**config.mk**
```make
export PLATFORM = sky130hd
export DESIGN_NAME = isl_cell
export DESIGN_NICKNAME = d
export VERILOG_FILES = /design/src/hw/rtl/isl_pkg.sv /design/src/hw/rtl/isl_cell.sv
export SDC_FILE = /design/constraint.sdc
export NUM_CORES = 1
export LEC_CHECK = 0
export ABC_AREA = 1
export BUFFER_PORTS_ARGS = -buffer_cell sky130_fd_sc_hd__buf_2
export CAP_MARGIN = 40
export CORE_AREA = 2 2 126 128
export DETAILED_ROUTE_END_ITERATION = 8
export DIE_AREA = 0 0 128 130
export HOLD_SLACK_MARGIN = 0.05
export PLACE_DENSITY = 0.8
export SYNTH_ARGS = -nofsm -noshare
export SYNTH_HDL_FRONTEND = slang
export SYNTH_SLANG_ARGS = --single-unit
```
**constraint.sdc**
```tcl
create_clock -name aclk -period 2.6 [get_ports aclk]
set_input_delay 0.26 -clock aclk [delete_from_list [all_inputs] [get_ports aclk]]
set_output_delay 0.26 -clock aclk [all_outputs]
set_load 0.03 [all_outputs]
```
**src/hw/rtl/isl_pkg.sv**
```systemverilog
`default_nettype none

package isl_pkg;

    localparam int IDX_W     = 7;
    localparam int KEY_IN_W  = 16;
    localparam int PAY_W     = 16;
    localparam int RIDX_W    = 6;
    localparam int LEN_W     = 7;
    localparam int STATUS_W  = 2;
    localparam int S_DATA_W  = 56;
    localparam int M_DATA_W  = 64;

    typedef enum logic [1:0] {
        REQ_INSERT,
        REQ_DELETE,
        REQ_READ,
        REQ_SEARCH
    } req_kind_t;

    localparam logic [STATUS_W-1:0] STS_OK    = 2'd0;
    localparam logic [STATUS_W-1:0] STS_FULL  = 2'd1;
    localparam logic [STATUS_W-1:0] STS_RANGE = 2'd2;

    typedef struct packed {
        logic take_new;
        logic take_below;
        logic take_above;
        logic res_clear;
        logic res_shift;
        logic match_key;
        logic match_pos;
    } cell_ctrl_t;

endpackage

`default_nettype wire

```
**src/hw/rtl/isl_cell.sv**
```systemverilog
`default_nettype none

module isl_cell
    import isl_pkg::*;
#(
    parameter int KEY_BITS = 16,
    parameter int POS      = 0
) (
    input  wire logic                                  aclk,
    input  wire cell_ctrl_t                            ctrl,
    input  wire logic [KEY_BITS-1:0]                   op_key,
    input  wire logic [KEY_BITS+2*PAY_W-1:0]           new_ent,
    input  wire logic [KEY_BITS+2*PAY_W-1:0]           below_ent,
    input  wire logic [KEY_BITS+2*PAY_W-1:0]           above_ent,
    input  wire logic [KEY_BITS+2*PAY_W+RIDX_W:0]      res_in,
    output logic      [KEY_BITS+2*PAY_W-1:0]           ent_o,
    output logic      [KEY_BITS+2*PAY_W+RIDX_W:0]      res_o
);

    localparam int ENT_W = KEY_BITS + 2 * PAY_W;
    localparam int RES_W = ENT_W + RIDX_W + 1;

    logic [ENT_W-1:0] ent_reg;
    logic [ENT_W-1:0] ent_next;
    logic [RES_W-1:0] res_reg;
    logic [RES_W-1:0] res_next;
    logic             hit;

    assign hit = ctrl.match_pos
               | (ctrl.match_key && (ent_reg[ENT_W-1 -: KEY_BITS] == op_key));

    always_comb begin
        ent_next = ent_reg;
        if (ctrl.take_new) begin
            ent_next = new_ent;
        end else if (ctrl.take_below) begin
            ent_next = below_ent;
        end else if (ctrl.take_above) begin
            ent_next = above_ent;
        end
    end

    // first hit from the low end wins as results travel down the chain
    always_comb begin
        res_next = res_reg;
        if (ctrl.res_clear) begin
            res_next = '0;
        end else if (ctrl.res_shift) begin
            res_next = hit ? {1'b1, RIDX_W'(POS), ent_reg} : res_in;
        end
    end

    always_ff @(posedge aclk) begin
        ent_reg <= ent_next;
        res_reg <= res_next;
    end

    assign ent_o = ent_reg;
    assign res_o = res_reg;

endmodule

`default_nettype wire

```
After elaboration in Yosys (flattened, before gate mapping)

Index checks and enable logic that the tools add are counted.
Widths: inputs -> output; s select.

Register bits after elaboration: 103
Logic and storage cells: 10
Bits of input ports: 223

Muxes and demuxes: 4
Bitwise gates (word level): 1
Equality and inequality tests: 1
Reduce and logical (&&, ||, !) cells: 2

Operator list:

| operator          | number |
|---|---|
| $mux 48           | 3 |
| $mux 55           | 1 |
| $eq 16x16->1      | 1 |
| $reduce_bool 3->1 | 1 |
| $logic_and 1x1->1 | 1 |
| $or 1x1->1        | 1 |

Longest topological paths before layout

Gate-level depths: netlist of the first run.

Word-level depth: 4
Gate-level depth with buffers: 12
Depth with buffers taken out: 11

Least setup slack after synthesis of the first run

Ideal clock, no wire load.

Path kind: in2reg
Start: input ctrl[6] (netlist name)
End: register ent_reg[0], in the netlist ent_o[0] (enable)
Setup time: 584 ps
Stages: 4
Slack: 239 ps
Data required time: 2016 ps
Arrival: 1777 ps
Path buffers: 2
Cells stage by stage: inv_1 clkbuf_1 buf_1 nand2_1

Word-level cells in the longest chain between the ends: 1

Ends and longest elaborated chain:

| element                     | RTL line       | RTL |
|---|---|---|
| from (decl)                 | isl_cell.sv:10 | `input wire cell_ctrl_t ctrl,` |
| $reduce_bool 3->1 (no line) | --             |  |
| to (signal assigned)        | isl_cell.sv:54 | `ent_reg <= ent_next;` |
| to (decl)                   | isl_cell.sv:23 | `logic [ENT_W-1:0] ent_reg;` |

No other way between the ends.
A chain may end at the register's enable or synchronous reset.

Final worst setup path of the first run

Start: register ent_reg[36], in the netlist ent_o[36]
End: register res_reg[12], in the netlist res_o[12]

Word-level cells in the longest chain between the ends: 4

Ends and longest elaborated chain:

| element              | RTL line       | RTL |
|---|---|---|
| $eq 16x16->1         | isl_cell.sv:30 | `\| (ctrl.match_key && (ent_reg[ENT_W-1 -: KEY_BITS] == op_key));` |
| $logic_and 1x1->1    | isl_cell.sv:30 |  |
| $or 1x1->1           | isl_cell.sv:30 |  |
| $mux 55              | isl_cell.sv:49 | `res_next = hit ? {1'b1, RIDX_W'(POS), ent_reg} : res_in;` |
| to (signal assigned) | isl_cell.sv:55 | `res_reg <= res_next;` |
| to (decl)            | isl_cell.sv:25 | `logic [RES_W-1:0] res_reg;` |

No other way between the ends.

==> impl_metrics.json, run 1 <==
{
  "p_comb_share_pct": 25.9,
  "yosysMostFrequentCell": "nand2_1",
  "worstHoldPathType": "input port to register",
  "ys_seq_area_share_pct": 45.9,
  "syn_to_final_growth_pct": 37.5,
  "wl_per_cell_um": 15.4,
  "avgSynthCellArea_um2": 7.18,
  "design.die.area_mm2": 0.0166,
  "cts_setup_buffers": 0,
  "p_seq_share_pct": 44.2,
  "synth_common_cells": "181 x nand2_1, 150 x a21oi_1, 101 x inv_1, 85 x nand3_1, 60 x nor2_1",
  "p_int_w": 0.00296,
  "initial_core_util_pct": 35.9,
  "leakagePower_nw": 4.04,
  "drc": 0,
  "clock_path_buffers": 2,
  "grt_pass1_vias": 5599,
  "maxSlewViolCount": 0,
  "antenna_found_initial": 1,
  "initialDrtViolationCount": 430,
  "startpoint_type": "register",
  "timing.fmax_mhz": 559,
  "cts.sinks": 103,
  "syn_nets": 994,
  "cts_hold_buf": 0,
  "tns_ps": 0,
  "synth_top_area_share_pct": 26.0,
  "fill_cells": 1541,
  "yosysWarnings": 0,
  "p_per_area_mw_per_mm2": 579,
  "drv_cap": 0,
  "ys_seq_elements": 103,
  "clk_latency_ps": 350,
  "arrival_ps": 1990,
  "synthArstFlopShare_pct": 0,
  "htree_levels": 3,
  "design.core.area_mm2": 0.0154,
  "cts_resized": 0,
  "fin_nets": 1292,
  "grtUsageTotal_pct": 22.3,
  "fin_crit_ps": 1790,
  "routed_wl_um": 19500,
  "synth_ff_type": "dfxtp_1",
  "row_count": 46,
  "worst_pin_slew_ps": 799,
  "ios": 326,
  "gp_congestion": 0.892,
  "hold_depth": 3,
  "drt-pass1-iter-count": 5,
  "outcome": "finished, final reports clean",
  "worstPathRequired_ps": 2800,
  "setup_viol": 0,
  "post_synth_num_cell_types": 18,
  "clockRootBuffer": "clkbuf_16",
  "switching_power_w": 0.00145,
  "hold_viol": 0,
  "portBuffers": 325,
  "rsz0062_at_grt": "false",
  "antenna_left": 0,
  "die_y_um": 130,
  "crit_path_end_kind": "register",
  "switching_share_pct": 32.9,
  "drive_gt1_share_pct": 36.3,
  "peakVddDrop_uv": 341,
  "die_x_um": 128,
  "clock_skew_ps": 7.71,
  "critical_path_class": "register to register",
  "netlist_area_mm2": 0.00553,
  "multi_input_area_mm2": 0.00235,
  "viasPerCell": 4.89,
  "finalPower_w": 0.00441,
  "grt_max_degree": 56,
  "power.share.clock_pct": 30.0,
  "numCtsBuffers": 9,
  "seqCellArea_mm2": 0.00254,
  "num_vias": 6198,
  "syn-instance-count": 771,
  "ys_top_cells_by_area": "edfxtp_1 26%, dfxtp_1 20%, a21oi_1 14%",
  "synth_top_area_cell": "edfxtp_1",
  "cp_max_fo": 29,
  "cts_tree": "done",
  "rr_worst_depth": 11,
  "synth_edf_count": 48,
  "grt_pass1_wl_um": 28800,
  "gr-total-overflow": 0,
  "clk_pin_slew_ps": 70,
  "dpl.hpwl_um": 13800,
  "max_slew_margin_pct": 46.7,
  "min_period_over_period_pct": 68.8
}
==> cell type report <==
class / instances / area share, %
sequential: 103 / 33.4
clock inverter: 5 / 0.378
inverter: 110 / 5.42
multi-input combinational: 505 / 30.9
antenna: 1 / 0.0329
timing repair buffer: 340 / 23.3
clock buffer: 11 / 3.34
tap: 192 / 3.16
==> critical path: stages, from the launching register on <==
cell and delay, ps:
edfxtp_1 420, inv_1 110, nand2_1 60, nand2_1 60, nor2_1 50, nand3_1 100
nor2_1 70, nand2_2 80, buf_4 390, nand3_1 120, nand3_1 110, a21oi_1 70
==> stage by stage <==
stage / cell area [um2] / hold slack (ps) / instances / util (%) / setup slack [ps]
4_1_cts: 7610 / 114 / 1266 / 49.3 / 828
5_1_grt: 7610 / 133 / 1267 / 49.3 / 638
3_3_place_gp: 7330 / 449 / 1250 / 47.5 / 853
3_5_place_dp: 7330 / 452 / 1250 / 47.5 / 849
6_report: 7610 / 127 / 1267 / 49.3 / 812
2_1_floorplan: 5530 / 379 / 771 / - / 239
==> state kept, by name, indices dropped and copies added (netlist names) <==
register,flops
ent_o,48
res_o,55
==> layer usage <==
metal / wire [um] / global-route usage [%] / share of wire [%] / up-vias
li1: - / - / - / 3070
met1: 8200 / 28.3 / 42 / 2783
met2: 9410 / 38.4 / 48 / 301
met3: 1280 / 3.85 / 6.6 / 44
met4: 565 / 8.53 / 2.9 / 0
met5: 0 / 0 / 0 / -
==> power groups by stage <==
stage | registers, W | clock network, W | logic (W)
floorplan | 0.00227 | 0 | 0.000393
global placement | 0.00197 | 0 | 0.00112
detailed placement | 0.00198 | 0 | 0.00113
CTS | 0.00194 | 0.00135 | 0.00114
global route | 0.00196 | 0.00141 | 0.00124
finish | 0.00195 | 0.00132 | 0.00114
==> cells in the final DEF (no fill, tap or decap), types with 2 or more instances in the layout <==
| master | n |
|---|---|
| buf_2 | 325 |
| inv_2 | 12 |
| inv_1 | 98 |
| a21oi_1 | 150 |
| xnor2_1 | 3 |
| inv_4 | 3 |
| nand2_1 | 178 |
| nand3_1 | 85 |
| nand3_2 | 20 |
| edfxtp_1 | 48 |
| dfxtp_1 | 55 |
| buf_12 | 3 |
| clkinv_2 | 2 |
| o21ai_1 | 3 |
| nor2_1 | 60 |
| nand2_2 | 3 |
| clkbuf_16 | 10 |
| buf_4 | 12 |
==> final timing paths <==
path,from,end,slack (ps)
setup / recovery,ent_o[36]$_DFFE_PP_,res_o[12]$_SDFFE_PP0P_,810
hold / removal,res_in[54],res_o[54]$_SDFFE_PP0P_,130
hold reg to reg,res_o[7]$_SDFFE_PP0P_,res_o[7]$_SDFFE_PP0P_,460
setup reg to reg,ent_o[36]$_DFFE_PP_,res_o[12]$_SDFFE_PP0P_,810
==> logic make-up after synthesis <==
group | Yosys count | synth area share (%)
AND/OR/NAND/NOR | 346 | 27.7
buffers and inverters | 163 | 11.7
AO/OA/AOI/OAI | 155 | 14.1
flip-flops | 103 | 45.9
XOR/XNOR | 4 | 0.633
Note: power is estimated with default switching activity, not from simulation.
==> run 2: changes to the inputs <==
- CORE_AREA: 2 2 126 128 -> 2 2 128 130
- DIE_AREA: 0 0 128 130 -> 0 0 130 132
- clock period: 2.6 -> 1.59 ns (I/O delays scaled with it)
==> impl_metrics.json, run 2 (synthesis results as in run 1) <==
{
  "final_cells": 1315,
  "rr_startpoint": "ent_o[38]$_DFFE_PP_",
  "grtUsageTotal_pct": 22.9,
  "final_common_cell": "buf_2",
  "grt_pass1_vias": 6148,
  "drc": 0,
  "mostFrequentLayoutCells": "325 x buf_2, 178 x nand2_1, 149 x a21oi_1, 98 x inv_1, 82 x nand3_1",
  "max_slew_margin_pct": 75.1,
  "cts_tree": "done",
  "final_util_pct": 51.1,
  "rsz0062_at_grt": "true",
  "top_layer": "met4",
  "fin_crit_ps": 1700,
  "min_period_over_period_pct": 107,
  "design.core.area_mm2": 0.0157,
  "row_count": 46,
  "worstPathRequired_ps": 1870,
  "cp_max_fo": 12,
  "p_per_area_mw_per_mm2": 929,
  "worstHoldPathType": "input port to register",
  "gp_congestion": 0.969,
  "drv_cap": 0,
  "grt_max_degree": 56,
  "leakagePower_nw": 4.24,
  "outcome": "finished with violations",
  "startpoint_type": "register",
  "fin_ws_ps": -110,
  "wl_met3_um": 1500,
  "die_y_um": 132,
  "wl_met2_um": 9480,
  "antenna_left": 0,
  "place_inst": 1292,
  "initial_core_util_pct": 35.2,
  "diodes": 0,
  "clock_skew_ps": 7.71,
  "tns_ps": -4290,
  "clockRootBuffer": "clkbuf_16",
  "setup_viol": 55,
  "hold_viol": 0,
  "timing.fmax_mhz": 588,
  "clk_pin_slew_ps": 70,
  "wl_met1_um": 8250,
  "critical_path_class": "register to register",
  "viasPerCell": 4.86,
  "antenna_found_initial": 0,
  "worstHoldStart": "res_in[51]",
  "syn_to_final_growth_pct": 45.2,
  "wl_per_cell_um": 15.3,
  "fin_nets": 1317,
  "routed_wl_um": 20100,
  "drt-pass1-iter-count": 5,
  "clk_latency_ps": 350,
  "grt_pass1_wl_um": 30700,
  "portBuffers": 325,
  "initialDrtViolationCount": 441,
  "design.die.area_mm2": 0.0172,
  "htree_levels": 3,
  "clock_path_buffers": 2,
  "numCtsBuffers": 9,
  "cts.sinks": 103,
  "crit_path_end_kind": "register",
  "die_x_um": 130,
  "gr-total-overflow": 0,
  "peakVddDrop_uv": 529,
  "num_vias": 6388,
  "ios": 326,
  "drive_gt1_share_pct": 38.1,
  "arrival_ps": 1980,
  "finalPower_w": 0.00746,
  "crit_start": "ent_o[38]$_DFFE_PP_",
  "failed_checks": "setup timing",
  "dpl.hpwl_um": 14600,
  "worst_pin_slew_ps": 373,
  "maxSlewViolCount": 0,
  "largest_reg_flops": 55
}
==> run 2: changes by cell type in the layout (fill, tap and decap cells not counted), moves of 2 or more <==
cell      change
buf_16        +2
nand3_1       -3
nand3_2       +3
buf_4        +13
clkbuf_8      +3
buf_12        +9
inv_4         -3
==> run 2: routing by layer <==
| metal | vias up | GRT usage, % |
|---|---|---|
| li1 | 3123 | - |
| met1 | 2870 | 28.5 |
| met2 | 331 | 37.7 |
| met3 | 64 | 4.14 |
| met4 | 0 | 11.4 |
| met5 | - | 0 |
==> run 2: critical path, stage by stage (launching register included) <==
cell and delay (ps):
edfxtp_1 430, xor2_1 170, nor2_1 110, nand2_1 90, nor2_1 120, nand2_2 90
buf_4 170, buf_16 160, nand3_2 60, nand3_1 70, a21oi_1 160
==> run 2: layout make-up <==
class | count | area [um2]
inverters | 110 | 413
flip-flops and latches | 103 | 2540
multi-input cells | 505 | 2380
clock buffers | 14 | 295
repair buffers | 365 | 2120
fillers | 1507 | 7680
clock inverters | 2 | 10.0
well taps | 216 | 270
==> run 2: what timing repair did <==
item / in CTS / in global routing
gates cloned: 2 / 0
buffers inserted: 3 / 1
resized for setup: 7 / 1
hold buffers: 1 / 0
pin swaps: 9 / 1
hold endpoints to repair: 1 / 0
endpoints found under the setup margin: 55 / 55
==> run 2: path summary, 6_finish.rpt <==
path | end | slack [ps] | depth (start not counted)
hold / removal | res_o[51]$_SDFFE_PP0P_ | 70 | 3
setup / recovery | res_o[30]$_SDFFE_PP0P_ | -110 | 10
hold reg to reg | res_o[21]$_SDFFE_PP0P_ | 460 | 2
setup reg to reg | res_o[30]$_SDFFE_PP0P_ | -110 | 10
==> run 2: report_power, final <==
group          internal, W  leakage [nW]  switching (W)  total [W]
registers          0.00304         0.947       0.000144    0.00319
logic             0.000733          3.14        0.00126    0.00199
clock network      0.00128         0.154        0.00100    0.00229
==> run 2: metrics by stage <==
step | setup slack [ps] | cell area (um2) | hold slack (ps)
2_1_floorplan | -58.9 | 5540 | 278
3_3_place_gp | -89.2 | 7610 | 369
3_5_place_dp | -117 | 7610 | 381
4_1_cts | -90.7 | 8020 | 57.1
5_1_grt | -234 | 8040 | 70.6
6_report | -110 | 8040 | 71.8
